--- config.mk ---
export PLATFORM = sky130hd
export DESIGN_NAME = round_robin_thread_scheduler
export DESIGN_NICKNAME = d
export VERILOG_FILES = /design/src/hdl/rrts_pkg.sv /design/src/hdl/round_robin_thread_scheduler.sv /design/src/hdl/rrts_ctrl.sv /design/src/hdl/rrts_dp.sv
export SDC_FILE = /design/constraint.sdc
export NUM_CORES = 1
export LEC_CHECK = 0
export CAP_MARGIN = 40
export CORE_ASPECT_RATIO = 1.5
export CORE_MARGIN = 2
export CORE_UTILIZATION = 30
export DETAILED_ROUTE_END_ITERATION = 10
export DONT_BUFFER_PORTS = 1
export PLACE_DENSITY = 0.5
export SLEW_MARGIN = 10
export SYNTH_ARGS = -nofsm -noshare
export SYNTH_HDL_FRONTEND = slang
export SYNTH_SLANG_ARGS = --single-unit
--- constraint.sdc ---
create_clock -name clk -period 7.5 [get_ports clk]
set_clock_uncertainty 0.2 [all_clocks]
set_input_delay 0.375 -clock clk [delete_from_list [all_inputs] [get_ports clk]]
set_output_delay 0.375 -clock clk [all_outputs]
set_load 0.02 [all_outputs]
--- src/hdl/rrts_pkg.sv ---
// Package for the round-robin thread scheduler.
// Holds the op codes, result codes, slot status codes and controller/datapath structs.
// Has no dependencies.
package rrts_pkg;

    localparam logic [2:0] OP_CREATE   = 3'd0;
    localparam logic [2:0] OP_SCHEDULE = 3'd1;
    localparam logic [2:0] OP_SLEEP    = 3'd2;
    localparam logic [2:0] OP_DESTROY  = 3'd3;
    localparam logic [2:0] OP_RELEASE  = 3'd4;

    localparam logic [2:0] CODE_OK        = 3'd0;
    localparam logic [2:0] CODE_FULL      = 3'd1;
    localparam logic [2:0] CODE_INVALID   = 3'd2;
    localparam logic [2:0] CODE_NOT_DONE  = 3'd3;
    localparam logic [2:0] CODE_NONE_RDY  = 3'd4;

    localparam logic [2:0] ST_FREE     = 3'd0;
    localparam logic [2:0] ST_READY    = 3'd1;
    localparam logic [2:0] ST_RUNNING  = 3'd2;
    localparam logic [2:0] ST_SLEEPING = 3'd3;
    localparam logic [2:0] ST_DONE     = 3'd4;
    localparam logic [2:0] ST_RETIRED  = 3'd5;

    // Commands from the controller to the datapath.
    typedef struct packed {
        logic load;     // capture the operation inputs
        logic exec;     // perform the single-cycle part of the operation
        logic step;     // perform one ring walk step (schedule or unlink search)
        logic finish;   // drive the result beat
    } rrts_cmd_t;

    // Status from the datapath to the controller.
    typedef struct packed {
        logic walk;     // the operation needs a ring walk
        logic walk_end; // the current step ends the walk
    } rrts_sts_t;

endpackage

--- src/hdl/round_robin_thread_scheduler.sv ---
// Round-robin thread scheduler: top level joining controller and datapath.
// Create, destroy and release go from start through execute to the done beat; schedule and
// sleep add a walk of ring steps in between, one link followed per cycle.
// Release of a done slot in the ring also walks, following links to its predecessor.
// busy holds off start through the done beat; an operation is never stalled.
// Asynchronous active-low reset: slot 0 running and alone in the ring, others free.
module round_robin_thread_scheduler #(
    parameter int THREAD_SLOTS = 8,
    parameter int TIME_WIDTH   = 32
)
(
    input  logic        clk,
    input  logic        rst_n,
    input  logic        start,
    output logic        busy,
    input  logic [2:0]  op,
    input  logic [2:0]  slot,
    input  logic [31:0] now,
    input  logic [23:0] duration,
    output logic        done,
    output logic [2:0]  code,
    output logic [2:0]  new_slot,
    output logic [2:0]  running
);
    import rrts_pkg::*;

    rrts_cmd_t cmd;
    rrts_sts_t sts;

    // The controller sequences load, execute, ring walk and the result beat.
    rrts_ctrl u_ctrl
    (
        .clk   (clk),
        .rst_n (rst_n),
        .start (start),
        .sts   (sts),
        .cmd   (cmd),
        .busy  (busy)
    );

    // The datapath holds the slot tables and does one ring step per walk cycle.
    rrts_dp #(
        .SLOTS (THREAD_SLOTS),
        .TW    (TIME_WIDTH)
    ) u_dp
    (
        .clk      (clk),
        .rst_n    (rst_n),
        .cmd      (cmd),
        .sts      (sts),
        .op       (op),
        .slot     (slot),
        .now      (now),
        .duration (duration),
        .code     (code),
        .new_slot (new_slot),
        .running  (running)
    );

    // The done beat is a one-cycle strobe marking the result.
    assign done = cmd.finish;

    // A result beat always closes a busy period.
    a_done_busy: assert property (@(posedge clk) disable iff (!rst_n) done |-> busy)
        else $error("done without busy");
    // After a result beat the block is idle again.
    a_done_idle: assert property (@(posedge clk) disable iff (!rst_n) done |=> !busy)
        else $error("busy after done");
    // An accepted start makes the block busy on the next cycle.
    a_start_busy: assert property (@(posedge clk) disable iff (!rst_n)
        (start && !busy) |=> (busy && !done))
        else $error("start not taken");
endmodule

--- src/hdl/rrts_ctrl.sv ---
// Controller state machine of the round-robin thread scheduler.
// Depends on rrts_pkg.
module rrts_ctrl
(
    input  logic                clk,
    input  logic                rst_n,
    input  logic                start,
    input  rrts_pkg::rrts_sts_t sts,
    output rrts_pkg::rrts_cmd_t cmd,
    output logic                busy
);
    import rrts_pkg::*;

    localparam logic [1:0] S_IDLE = 2'd0;
    localparam logic [1:0] S_EXEC = 2'd1;
    localparam logic [1:0] S_WALK = 2'd2;
    localparam logic [1:0] S_DONE = 2'd3;

    logic [1:0] state_reg, state_next;

    always_comb
    begin
        state_next = state_reg;
        cmd = '0;
        case (state_reg)
            S_IDLE:
            begin
                if (start)
                begin
                    cmd.load = 1'b1;
                    state_next = S_EXEC;
                end
            end
            S_EXEC:
            begin
                cmd.exec = 1'b1;
                state_next = sts.walk ? S_WALK : S_DONE;
            end
            S_WALK:
            begin
                cmd.step = 1'b1;
                if (sts.walk_end)
                    state_next = S_DONE;
            end
            S_DONE:
            begin
                cmd.finish = 1'b1;
                state_next = S_IDLE;
            end
            default: state_next = S_IDLE;
        endcase
    end

    assign busy = (state_reg != S_IDLE);

    always_ff @(posedge clk or negedge rst_n)
    begin
        if (!rst_n)
            state_reg <= S_IDLE;
        else
            state_reg <= state_next;
    end
endmodule

--- src/hdl/rrts_dp.sv ---
// Datapath of the round-robin thread scheduler: slot tables, ring pointers, walk step.
// Depends on rrts_pkg.
module rrts_dp #(
    parameter int SLOTS = 8,
    parameter int TW    = 32
)
(
    input  logic                clk,
    input  logic                rst_n,
    input  rrts_pkg::rrts_cmd_t cmd,
    output rrts_pkg::rrts_sts_t sts,
    input  logic [2:0]          op,
    input  logic [2:0]          slot,
    input  logic [31:0]         now,
    input  logic [23:0]         duration,
    output logic [2:0]          code,
    output logic [2:0]          new_slot,
    output logic [2:0]          running
);
    import rrts_pkg::*;

    localparam int SW = $clog2(SLOTS);
    localparam int CW = $clog2(SLOTS + 1);

    logic [2:0]    stat_reg [SLOTS];
    logic [2:0]    stat_next [SLOTS];
    logic [SW-1:0] link_reg [SLOTS];
    logic [SW-1:0] link_next [SLOTS];
    logic [TW-1:0] wake_reg [SLOTS];
    logic [TW-1:0] wake_next [SLOTS];
    logic [SW-1:0] head_reg, head_next, tail_reg, tail_next;
    logic          drop_reg, drop_next;
    logic [CW-1:0] cnt_reg, cnt_next;
    logic [SW-1:0] prev_reg, prev_next;
    logic [2:0]    op_reg;
    logic [2:0]    slot_reg;
    logic [TW-1:0] now_reg;
    logic [23:0]   dur_reg;
    logic [2:0]    code_reg, code_next;
    logic [2:0]    made_reg, made_next;
    logic          walk_reg, walk_next;
    logic          end_c;
    logic [TW-1:0] wide_now;
    logic [TW-1:0] wake_sum;
    logic          found;
    logic [SW-1:0] free_idx;
    logic          slot_ok;
    logic [SW-1:0] s_idx;
    logic [SW-1:0] h, nx;

    assign wide_now = TW'(now);
    assign wake_sum = now_reg + TW'(dur_reg);
    assign slot_ok  = (slot_reg != 3'd0) && (32'(slot_reg) < SLOTS);
    assign s_idx    = SW'(slot_reg);

    always_comb
    begin
        found = 1'b0;
        free_idx = '0;
        for (int i = SLOTS - 1; i >= 1; i--)
        begin
            if (stat_reg[i] == ST_FREE)
            begin
                found = 1'b1;
                free_idx = SW'(i);
            end
        end
    end

    always_comb
    begin
        stat_next = stat_reg;
        link_next = link_reg;
        wake_next = wake_reg;
        head_next = head_reg;
        tail_next = tail_reg;
        drop_next = drop_reg;
        cnt_next  = cnt_reg;
        prev_next = prev_reg;
        code_next = code_reg;
        made_next = made_reg;
        walk_next = walk_reg;
        end_c = 1'b0;
        h  = head_reg;
        nx = link_reg[head_reg];
        if (cmd.load)
        begin
            code_next = CODE_OK;
            made_next = 3'd0;
            walk_next = 1'b0;
        end
        if (cmd.exec)
        begin
            cnt_next = '0;
            prev_next = head_reg;
            case (op_reg)
                OP_CREATE:
                begin
                    if (!found)
                        code_next = CODE_FULL;
                    else
                    begin
                        stat_next[free_idx] = ST_READY;
                        wake_next[free_idx] = '0;
                        link_next[free_idx] = head_reg;
                        link_next[tail_reg] = free_idx;
                        tail_next = free_idx;
                        made_next = 3'(free_idx);
                    end
                end
                OP_SCHEDULE, OP_SLEEP:
                begin
                    walk_next = 1'b1;
                    drop_next = 1'b0;
                    if (op_reg == OP_SLEEP && stat_reg[head_reg] != ST_DONE)
                    begin
                        wake_next[head_reg] = wake_sum;
                        stat_next[head_reg] = ST_SLEEPING;
                    end
                    else if (stat_reg[head_reg] == ST_DONE)
                        drop_next = 1'b1;
                    else if (stat_reg[head_reg] == ST_RUNNING)
                        stat_next[head_reg] = ST_READY;
                end
                OP_DESTROY, OP_RELEASE:
                begin
                    if (!slot_ok || stat_reg[s_idx] == ST_FREE)
                        code_next = CODE_INVALID;
                    else if (op_reg == OP_DESTROY)
                    begin
                        if (stat_reg[s_idx] != ST_DONE && stat_reg[s_idx] != ST_RETIRED)
                            stat_next[s_idx] = ST_DONE;
                    end
                    else if (stat_reg[s_idx] == ST_RETIRED)
                    begin
                        stat_next[s_idx] = ST_FREE;
                        wake_next[s_idx] = '0;
                        link_next[s_idx] = '0;
                    end
                    else if (stat_reg[s_idx] != ST_DONE || head_reg == s_idx)
                        code_next = CODE_NOT_DONE;
                    else
                        walk_next = 1'b1;
                end
                default: ;
            endcase
        end
        if (cmd.step)
        begin
            cnt_next = cnt_reg + 1'b1;
            if (op_reg == OP_RELEASE)
            begin
                // Search one link per cycle for the predecessor of the released slot.
                if (link_reg[prev_reg] == s_idx)
                begin
                    link_next[prev_reg] = link_reg[s_idx];
                    if (tail_reg == s_idx)
                        tail_next = prev_reg;
                    stat_next[s_idx] = ST_FREE;
                    wake_next[s_idx] = '0;
                    link_next[s_idx] = '0;
                    end_c = 1'b1;
                end
                else if (32'(cnt_reg) == SLOTS)
                begin
                    stat_next[s_idx] = ST_FREE;
                    wake_next[s_idx] = '0;
                    link_next[s_idx] = '0;
                    end_c = 1'b1;
                end
                else
                    prev_next = link_reg[prev_reg];
            end
            else
            begin
                // One ring advance: retire or rotate the head, then test the new head.
                if (drop_reg)
                begin
                    stat_next[head_reg] = ST_RETIRED;
                    link_next[tail_reg] = nx;
                end
                else
                    tail_next = head_reg;
                h = nx;
                head_next = h;
                drop_next = 1'b0;
                if (stat_reg[h] == ST_SLEEPING && now_reg >= wake_reg[h])
                begin
                    wake_next[h] = '0;
                    stat_next[h] = ST_RUNNING;
                    end_c = 1'b1;
                end
                else if (stat_reg[h] == ST_DONE)
                    drop_next = 1'b1;
                else if (stat_reg[h] == ST_READY)
                begin
                    stat_next[h] = ST_RUNNING;
                    end_c = 1'b1;
                end
                if (!end_c && 32'(cnt_reg) == SLOTS - 1)
                begin
                    code_next = CODE_NONE_RDY;
                    end_c = 1'b1;
                end
            end
        end
    end

    assign sts.walk     = walk_next;
    assign sts.walk_end = end_c;

    assign code     = cmd.finish ? code_reg : 3'd0;
    assign new_slot = cmd.finish ? made_reg : 3'd0;
    assign running  = cmd.finish ? 3'(head_reg) : 3'd0;

    always_ff @(posedge clk)
    begin
        if (cmd.load)
        begin
            op_reg   <= op;
            slot_reg <= slot;
            now_reg  <= wide_now;
            dur_reg  <= duration;
        end
        prev_reg <= prev_next;
        code_reg <= code_next;
        made_reg <= made_next;
        walk_reg <= walk_next;
    end

    always_ff @(posedge clk or negedge rst_n)
    begin
        if (!rst_n)
        begin
            for (int i = 0; i < SLOTS; i++)
            begin
                stat_reg[i] <= (i == 0) ? ST_RUNNING : ST_FREE;
                link_reg[i] <= '0;
                wake_reg[i] <= '0;
            end
            head_reg <= '0;
            tail_reg <= '0;
            drop_reg <= 1'b0;
            cnt_reg  <= '0;
        end
        else
        begin
            stat_reg <= stat_next;
            link_reg <= link_next;
            wake_reg <= wake_next;
            head_reg <= head_next;
            tail_reg <= tail_next;
            drop_reg <= drop_next;
            cnt_reg  <= cnt_next;
        end
    end
endmodule
==> results.ini, run 1 <==
[status]
status=finished, violations left
failed_checks=negative hold slack

[cts]
clock-root-buffer=clkbuf_16
insertion_delay_ps=630
cts_setup_buffers=0
cts_tree=built
clockBufferDepth=3
cts_buffers=46
clk_pin_slew_worst_paths_ps=60
htreeDepth=2
postCtsHoldBufs=63
cts_resized=0
cts_sinks=389

[logic_synthesis]
muxShareOfSynthArea_pct=2.92
netlist_area_mm2=0.0230
synth_top_family_by_area=compound AO/OA/AOI/OAI gates
async_flop_share_pct=81.5
ys_seq_area_share_pct=43.5
synth_common_cells=nor2_1, dfrtp_1, a22oi_1, nand2_1, a21oi_1
synth-xor-area-share_pct=1.14
synthSimpleGateAreaFrac_pct=18.0
synth-seq-cells=389
synth_cells=2589
synth_top_area_cell=dfrtp_1
synth_compound_gate_area_share_pct=26.9
synth.top_cells.by_area=dfrtp_1, a22oi_1, edfxtp_1, nor2_1, a21oi_1
synth_edf_count=62
synth_top_area_share_pct=34.4
synth.distinct_cells=88
syn-num-nets=2718
avgSynthCellArea_um2=8.88
synthAdderAreaFrac_pct=3.51
ys_warn_count=0
synth_ff_type=dfrtp_1
yosysMostFrequentCell=nor2_1

[route]
wirelength_um=112000
post-route-drc-count=0
drt_iter0_markers=2361
post_drt_wl_per_cell_um=30.6
met2_length_um=55200
top_layer=met4
vias=22800
ant_nets=0
vias_per_cell=6.20
wl_met3_um=6860
wl_met1_um=40400
dr.pass1.iters=6

[job]
max_cap_violations=0

[layout]
final_layout_size_suffix_gt1_share_pct=10.1
diodes=0
syn2layout_area_growth_pct=16.6
largest_reg_flops=256
nets=2762

[setup_path]
critical_path_class=register to register
start_kind=register
worstPathMaxFanout=29
arrival_ps=6890
required_ps=7790
worst_setup_path_end_kind=register

[sta]
slew_violations=0
rsz0062_at_grt=false
hold_viol=317
worstMarginPinSlew_ps=1320
max_freq_ghz=0.152
post-route-period-util_pct=88.0
holdWs_ps=-735
maxSlewHeadroom_pct=12.0
finalSetupViolations=0
setup_ws_ps=900
tns_ps=0
period_minus_slack_ps=6600

[place]
dp_slack_ps=984
gp_congestion=1.01
portBuffers=0
dpl.hpwl_um=76600

[power]
power.static_leakage_nw=10.9
power_density_mw_per_mm2=377
vdd_drop_max_uv=214

[min_path]
hold_path_class=input port to asynchronous set/reset pin

[die]
coreArea_mm2=0.0760
die_height_um=343
ios=76
initial_core_util_pct=30.2
die_width_um=230
num_rows=124
dieArea_mm2=0.0789

[global_routing]
grt_max_degree=318
grt_use_total_pct=27.9
grt_first_pass_wirelength_um=161000
gr-total-overflow=0
grt_antenna_before_repair=1
grt_pass1_vias=22700

-- critical path, stage by stage (launching register included) --
cell	delay, ps
dfrtp_1	600
buf_4	440
mux2_2	380
mux4_2	510
nand2_2	360
nand2_1	330
o22ai_1	420
a21oi_1	170
ha_1	290
nand2b_1	160
a2111o_1	430
a21oi_1	210
o21bai_1	160
a41oi_1	400
o21ai_1	180
buf_4	200
o21a_1	350
o31a_1	390
mux2_2	280
-- cell usage in the layout (no fill, tap or decap), types with 9 or more instances in the layout --
cell	count
and2_1	28
o22ai_1	66
buf_4	107
o221ai_1	15
a22o_1	16
a32oi_1	14
nor3_1	57
xnor2_1	22
nand3_1	78
dfxtp_1	10
nor2_1	381
nand2_1	225
mux2i_1	31
a21o_1	21
and3_1	41
dfrtp_1	316
a221o_1	9
dlygate4sd3_1	63
o211ai_1	19
nand2b_1	17
a31oi_1	27
a221oi_1	29
a22oi_1	261
nand4_1	21
a21oi_1	165
a211oi_1	16
ha_1	63
edfxtp_1	62
or3_1	11
mux2_2	12
mux4_2	9
o21ai_0	115
or4_1	9
o21a_1	14
clkinv_2	13
clkbuf_16	47
inv_1	35
-- path summary, 6_finish.rpt --
kind                                              start                               to  slack [ps]  cells past startpoint
max                        u_dp.head_reg[2]$_DFFE_PN0P_  u_ctrl.state_reg[1]$_DFFE_PN0P_         900                     18
min                                               rst_n      u_dp.cnt_reg[2]$_DFFE_PN0P_        -730                      0
max reg2reg                u_dp.head_reg[2]$_DFFE_PN0P_  u_ctrl.state_reg[1]$_DFFE_PN0P_         900                     18
min reg2reg                    u_dp.made_reg[1]$_DFF_P_         u_dp.made_reg[1]$_DFF_P_         260                      2
max in group asynchronous                         rst_n      u_dp.link_reg[18]$_DFF_PN0_        6770                      0
min in group clk                                  start         u_dp.made_reg[1]$_DFF_P_          70                      3
-- kinds of logic (layout without fill, tap and decap cells) --
logic type | count (synthesis) | in the layout
xor gates and xnor gates | 30 | 30
buffers and inverters | 226 | 307
DFF | 389 | 389
muxes | 53 | 53
adders and majority gates | 64 | 64
AOI/OAI and AO/OA | 900 | 900
and+or+nand+nor | 927 | 927
-- layer usage --
layer	global-route usage, %	vias to the layer above
li1	-	9806
met1	30.6	11400
met2	47.9	1211
met3	4.22	409
met4	22.5	0
met5	0	-
-- where the power goes --
part           internal, mW  switching (mW)
Sequential             2.43           0.388
Clock                  1.33            1.03
Combinational          1.51            3.42
-- layout make-up --
type                    instances  area (um2)
repair buffers                182        1580
well taps                    1008        1260
clock buffers                  60        1280
fillers                      7839       49200
inverters                      40         150
flip-flops and latches        389       10000
multi-input cells            1974       12300
clock inverters                25         272
-- through the flow --
stage / power (mW) / cell area (um2) / util [%] / instances
after CTS: 10.0 / 26800 / 35.2 / 3676
after floorplan: 5.53 / 23000 / - / 2589
after global placement: 7.55 / 24400 / 32.1 / 3506
after global routing: 10.5 / 26800 / 35.3 / 3678
after detailed placement: 7.61 / 24600 / 32.3 / 3528
final: 10.1 / 26800 / 35.3 / 3678
Note: power is estimated with default switching activity, not from simulation.
==> run 2, diff against run 1 <==
Settings changed: PLACE_DENSITY 0.5 to 0.47.
==> results.ini, run 2 (synthesis results as in run 1) <==
[die]
dieArea_mm2=0.0789  ; unchanged
die_height_um=343  ; unchanged
num_rows=124  ; unchanged
initial_core_util_pct=30.2  ; unchanged
die_width_um=230  ; unchanged
coreArea_mm2=0.0760  ; unchanged
ios=76  ; unchanged

[route]
dr.pass1.iters=6  ; unchanged
post-route-drc-count=0  ; unchanged
vias=23100  ; +1.2%
top_layer=met4
post_drt_wl_per_cell_um=31.8  ; +3.9%
vias_per_cell=6.27  ; +1.2%
wl_met3_um=6540  ; -4.7%
wirelength_um=117000  ; +4.0%
drt_iter0_markers=2309  ; -2.2%
ant_nets=0  ; unchanged
wl_met1_um=41900  ; +3.6%
met2_length_um=58300  ; +5.6%

[place]
dp_slack_ps=981  ; -3.02 ps
dpl_cell_area_mm2=0.0247  ; +0.63%
portBuffers=0  ; unchanged
gp_congestion=1.01  ; +0.21%
dpl.hpwl_um=80900  ; +5.6%

[power]
switchingPower_mw=4.83  ; -0.18%
p_int_mw=5.25  ; -0.41%
vdd_drop_max_uv=226  ; +5.7%
power.static_leakage_nw=10.9  ; +0.10%
power_density_mw_per_mm2=375  ; -0.51%
clkPwrFrac_pct=22.4  ; -0.9 points
comb_power_share_pct=49.7  ; +0.9 points
switching_share_pct=47.9  ; +0.056 points
power_frac_seq_pct=28.0  ; about the same

[setup_path]
required_ps=7800  ; about the same
arrival_ps=6860  ; -30 ps
worstPathMaxFanout=22  ; -24%
critical_path_class=register to register
worst_setup_path_end_kind=register
start_kind=register

[global_routing]
grt_max_degree=318  ; unchanged
grt_antenna_before_repair=1  ; unchanged
gr-total-overflow=0  ; unchanged
grt_pass1_vias=23000  ; +1.5%
grt_use_total_pct=29.0  ; +1.1 points
grt_first_pass_wirelength_um=166000  ; +3.0%

[cts]
cts_buffers=44  ; -4.3%
cts_resized=0  ; unchanged
postCtsHoldBufs=63  ; unchanged
cts_setup_buffers=0  ; unchanged
clock-root-buffer=clkbuf_16
cts_sinks=389  ; unchanged
clk_pin_slew_worst_paths_ps=60  ; about the same
htreeDepth=2  ; unchanged
cts_tree=built
clockBufferDepth=3  ; unchanged
insertion_delay_ps=630  ; about the same

[layout]
final_layout_size_suffix_gt1_share_pct=10.1  ; -0.041 points
stdcell_area_mm2=0.0269  ; +0.21%
final_core_util_pct=35.3  ; +0.072 points
largest_reg_flops=256  ; unchanged
fill_cells=7867  ; +0.36%
syn2layout_area_growth_pct=16.8
multiInputGateArea_mm2=0.0123  ; about the same
nets=2765  ; +0.11%
ff_latch_area_mm2=0.0100  ; unchanged
mostFrequentLayoutCell=nor2_1
layout_common_cells=nor2_1, dfrtp_1, a22oi_1, nand2_1, a21oi_1
diodes=0  ; unchanged

[status]
failed_checks=negative hold slack
status=finished, violations left

[sta]
tns_ps=0  ; unchanged
period_minus_slack_ps=6560  ; -43.3 ps
post-route-period-util_pct=87.4  ; -0.58 points
slew_violations=0  ; unchanged
max_freq_ghz=0.153  ; +0.66%
rsz0062_at_grt=false
holdWs_ps=-753  ; -17.8 ps
finalSetupViolations=0  ; unchanged
hold_viol=317  ; unchanged
setup_ws_ps=944  ; +43.3 ps
worstMarginPinSlew_ps=1130  ; -185 ps
maxSlewHeadroom_pct=24.4  ; +12 points

[min_path]
hold_path_class=input port to asynchronous set/reset pin

[job]
max_cap_violations=0  ; unchanged

[run 2: final cells by class]
cell class / count / share of cell area (%)
flip-flops and latches: 389 / 37.2
clock buffers: 60 / 4.55
multi-input cells: 1974 / 45.7
inverters: 40 / 0.559
clock inverters: 21 / 0.857
repair buffers: 187 / 6.47
well taps: 1008 / 4.69
[run 2: critical path, cell delays in order, from the launching register on]
cell and delay [ps]:
dfrtp_1 490, and2b_1 380, a22oi_1 200, o211ai_4 720
nand2_1 390, nor2_1 680, a221oi_1 160, and3_1 240
ha_1 290, nand2_1 70, nor4_1 270, a21oi_1 110
o21bai_1 220, a41oi_1 210, o21ai_1 260, buf_4 220
nand4_1 160, a21oi_4 810, buf_4 290, nor2_1 50
[run 2: metal layers]
metal	track usage [%]	up-vias
met1	31.4	11600
met5	0	-
met2	51.0	1184
li1	-	9839
met3	4.54	411
met4	21.7	0
[run 2: through the flow]
| step | std cells | power [mW] |
|---|---|---|
| floorplan | 2589 | 5.53 |
| global placement | 3506 | 7.62 |
| detailed placement | 3532 | 7.69 |
| CTS | 3676 | 9.99 |
| global route | 3679 | 10.5 |
| finish | 3679 | 10.1 |
[run 2: power by group through the flow]
stage,sequential [mW],combinational (mW),clock [mW]
5_1_grt,2.83,5.28,2.38
4_1_cts,2.80,4.89,2.30
3_5_place_dp,2.84,4.85,0
2_1_floorplan,2.61,2.92,0
6_report,2.82,5.01,2.26
3_3_place_gp,2.86,4.76,0
[run 2: worst paths after layout]
| path | start | end | slack (ps) | cells past startpoint |
|---|---|---|---|---|
| hold reg to reg | u_dp.made_reg[0]$_DFF_P_ | u_dp.made_reg[0]$_DFF_P_ | 250 | 2 |
| setup / recovery | u_dp.head_reg[1]$_DFFE_PN0P_ | u_dp.wake_reg[58]$_DFF_PN0_ | 940 | 19 |
| setup reg to reg | u_dp.head_reg[1]$_DFFE_PN0P_ | u_dp.wake_reg[58]$_DFF_PN0_ | 940 | 19 |
| min in group clk | start | u_dp.made_reg[0]$_DFF_P_ | 90 | 3 |
| hold / removal | rst_n | u_dp.cnt_reg[3]$_DFFE_PN0P_ | -750 | 0 |
| max in group asynchronous | rst_n | u_dp.wake_reg[151]$_DFF_PN0_ | 6920 | 0 |
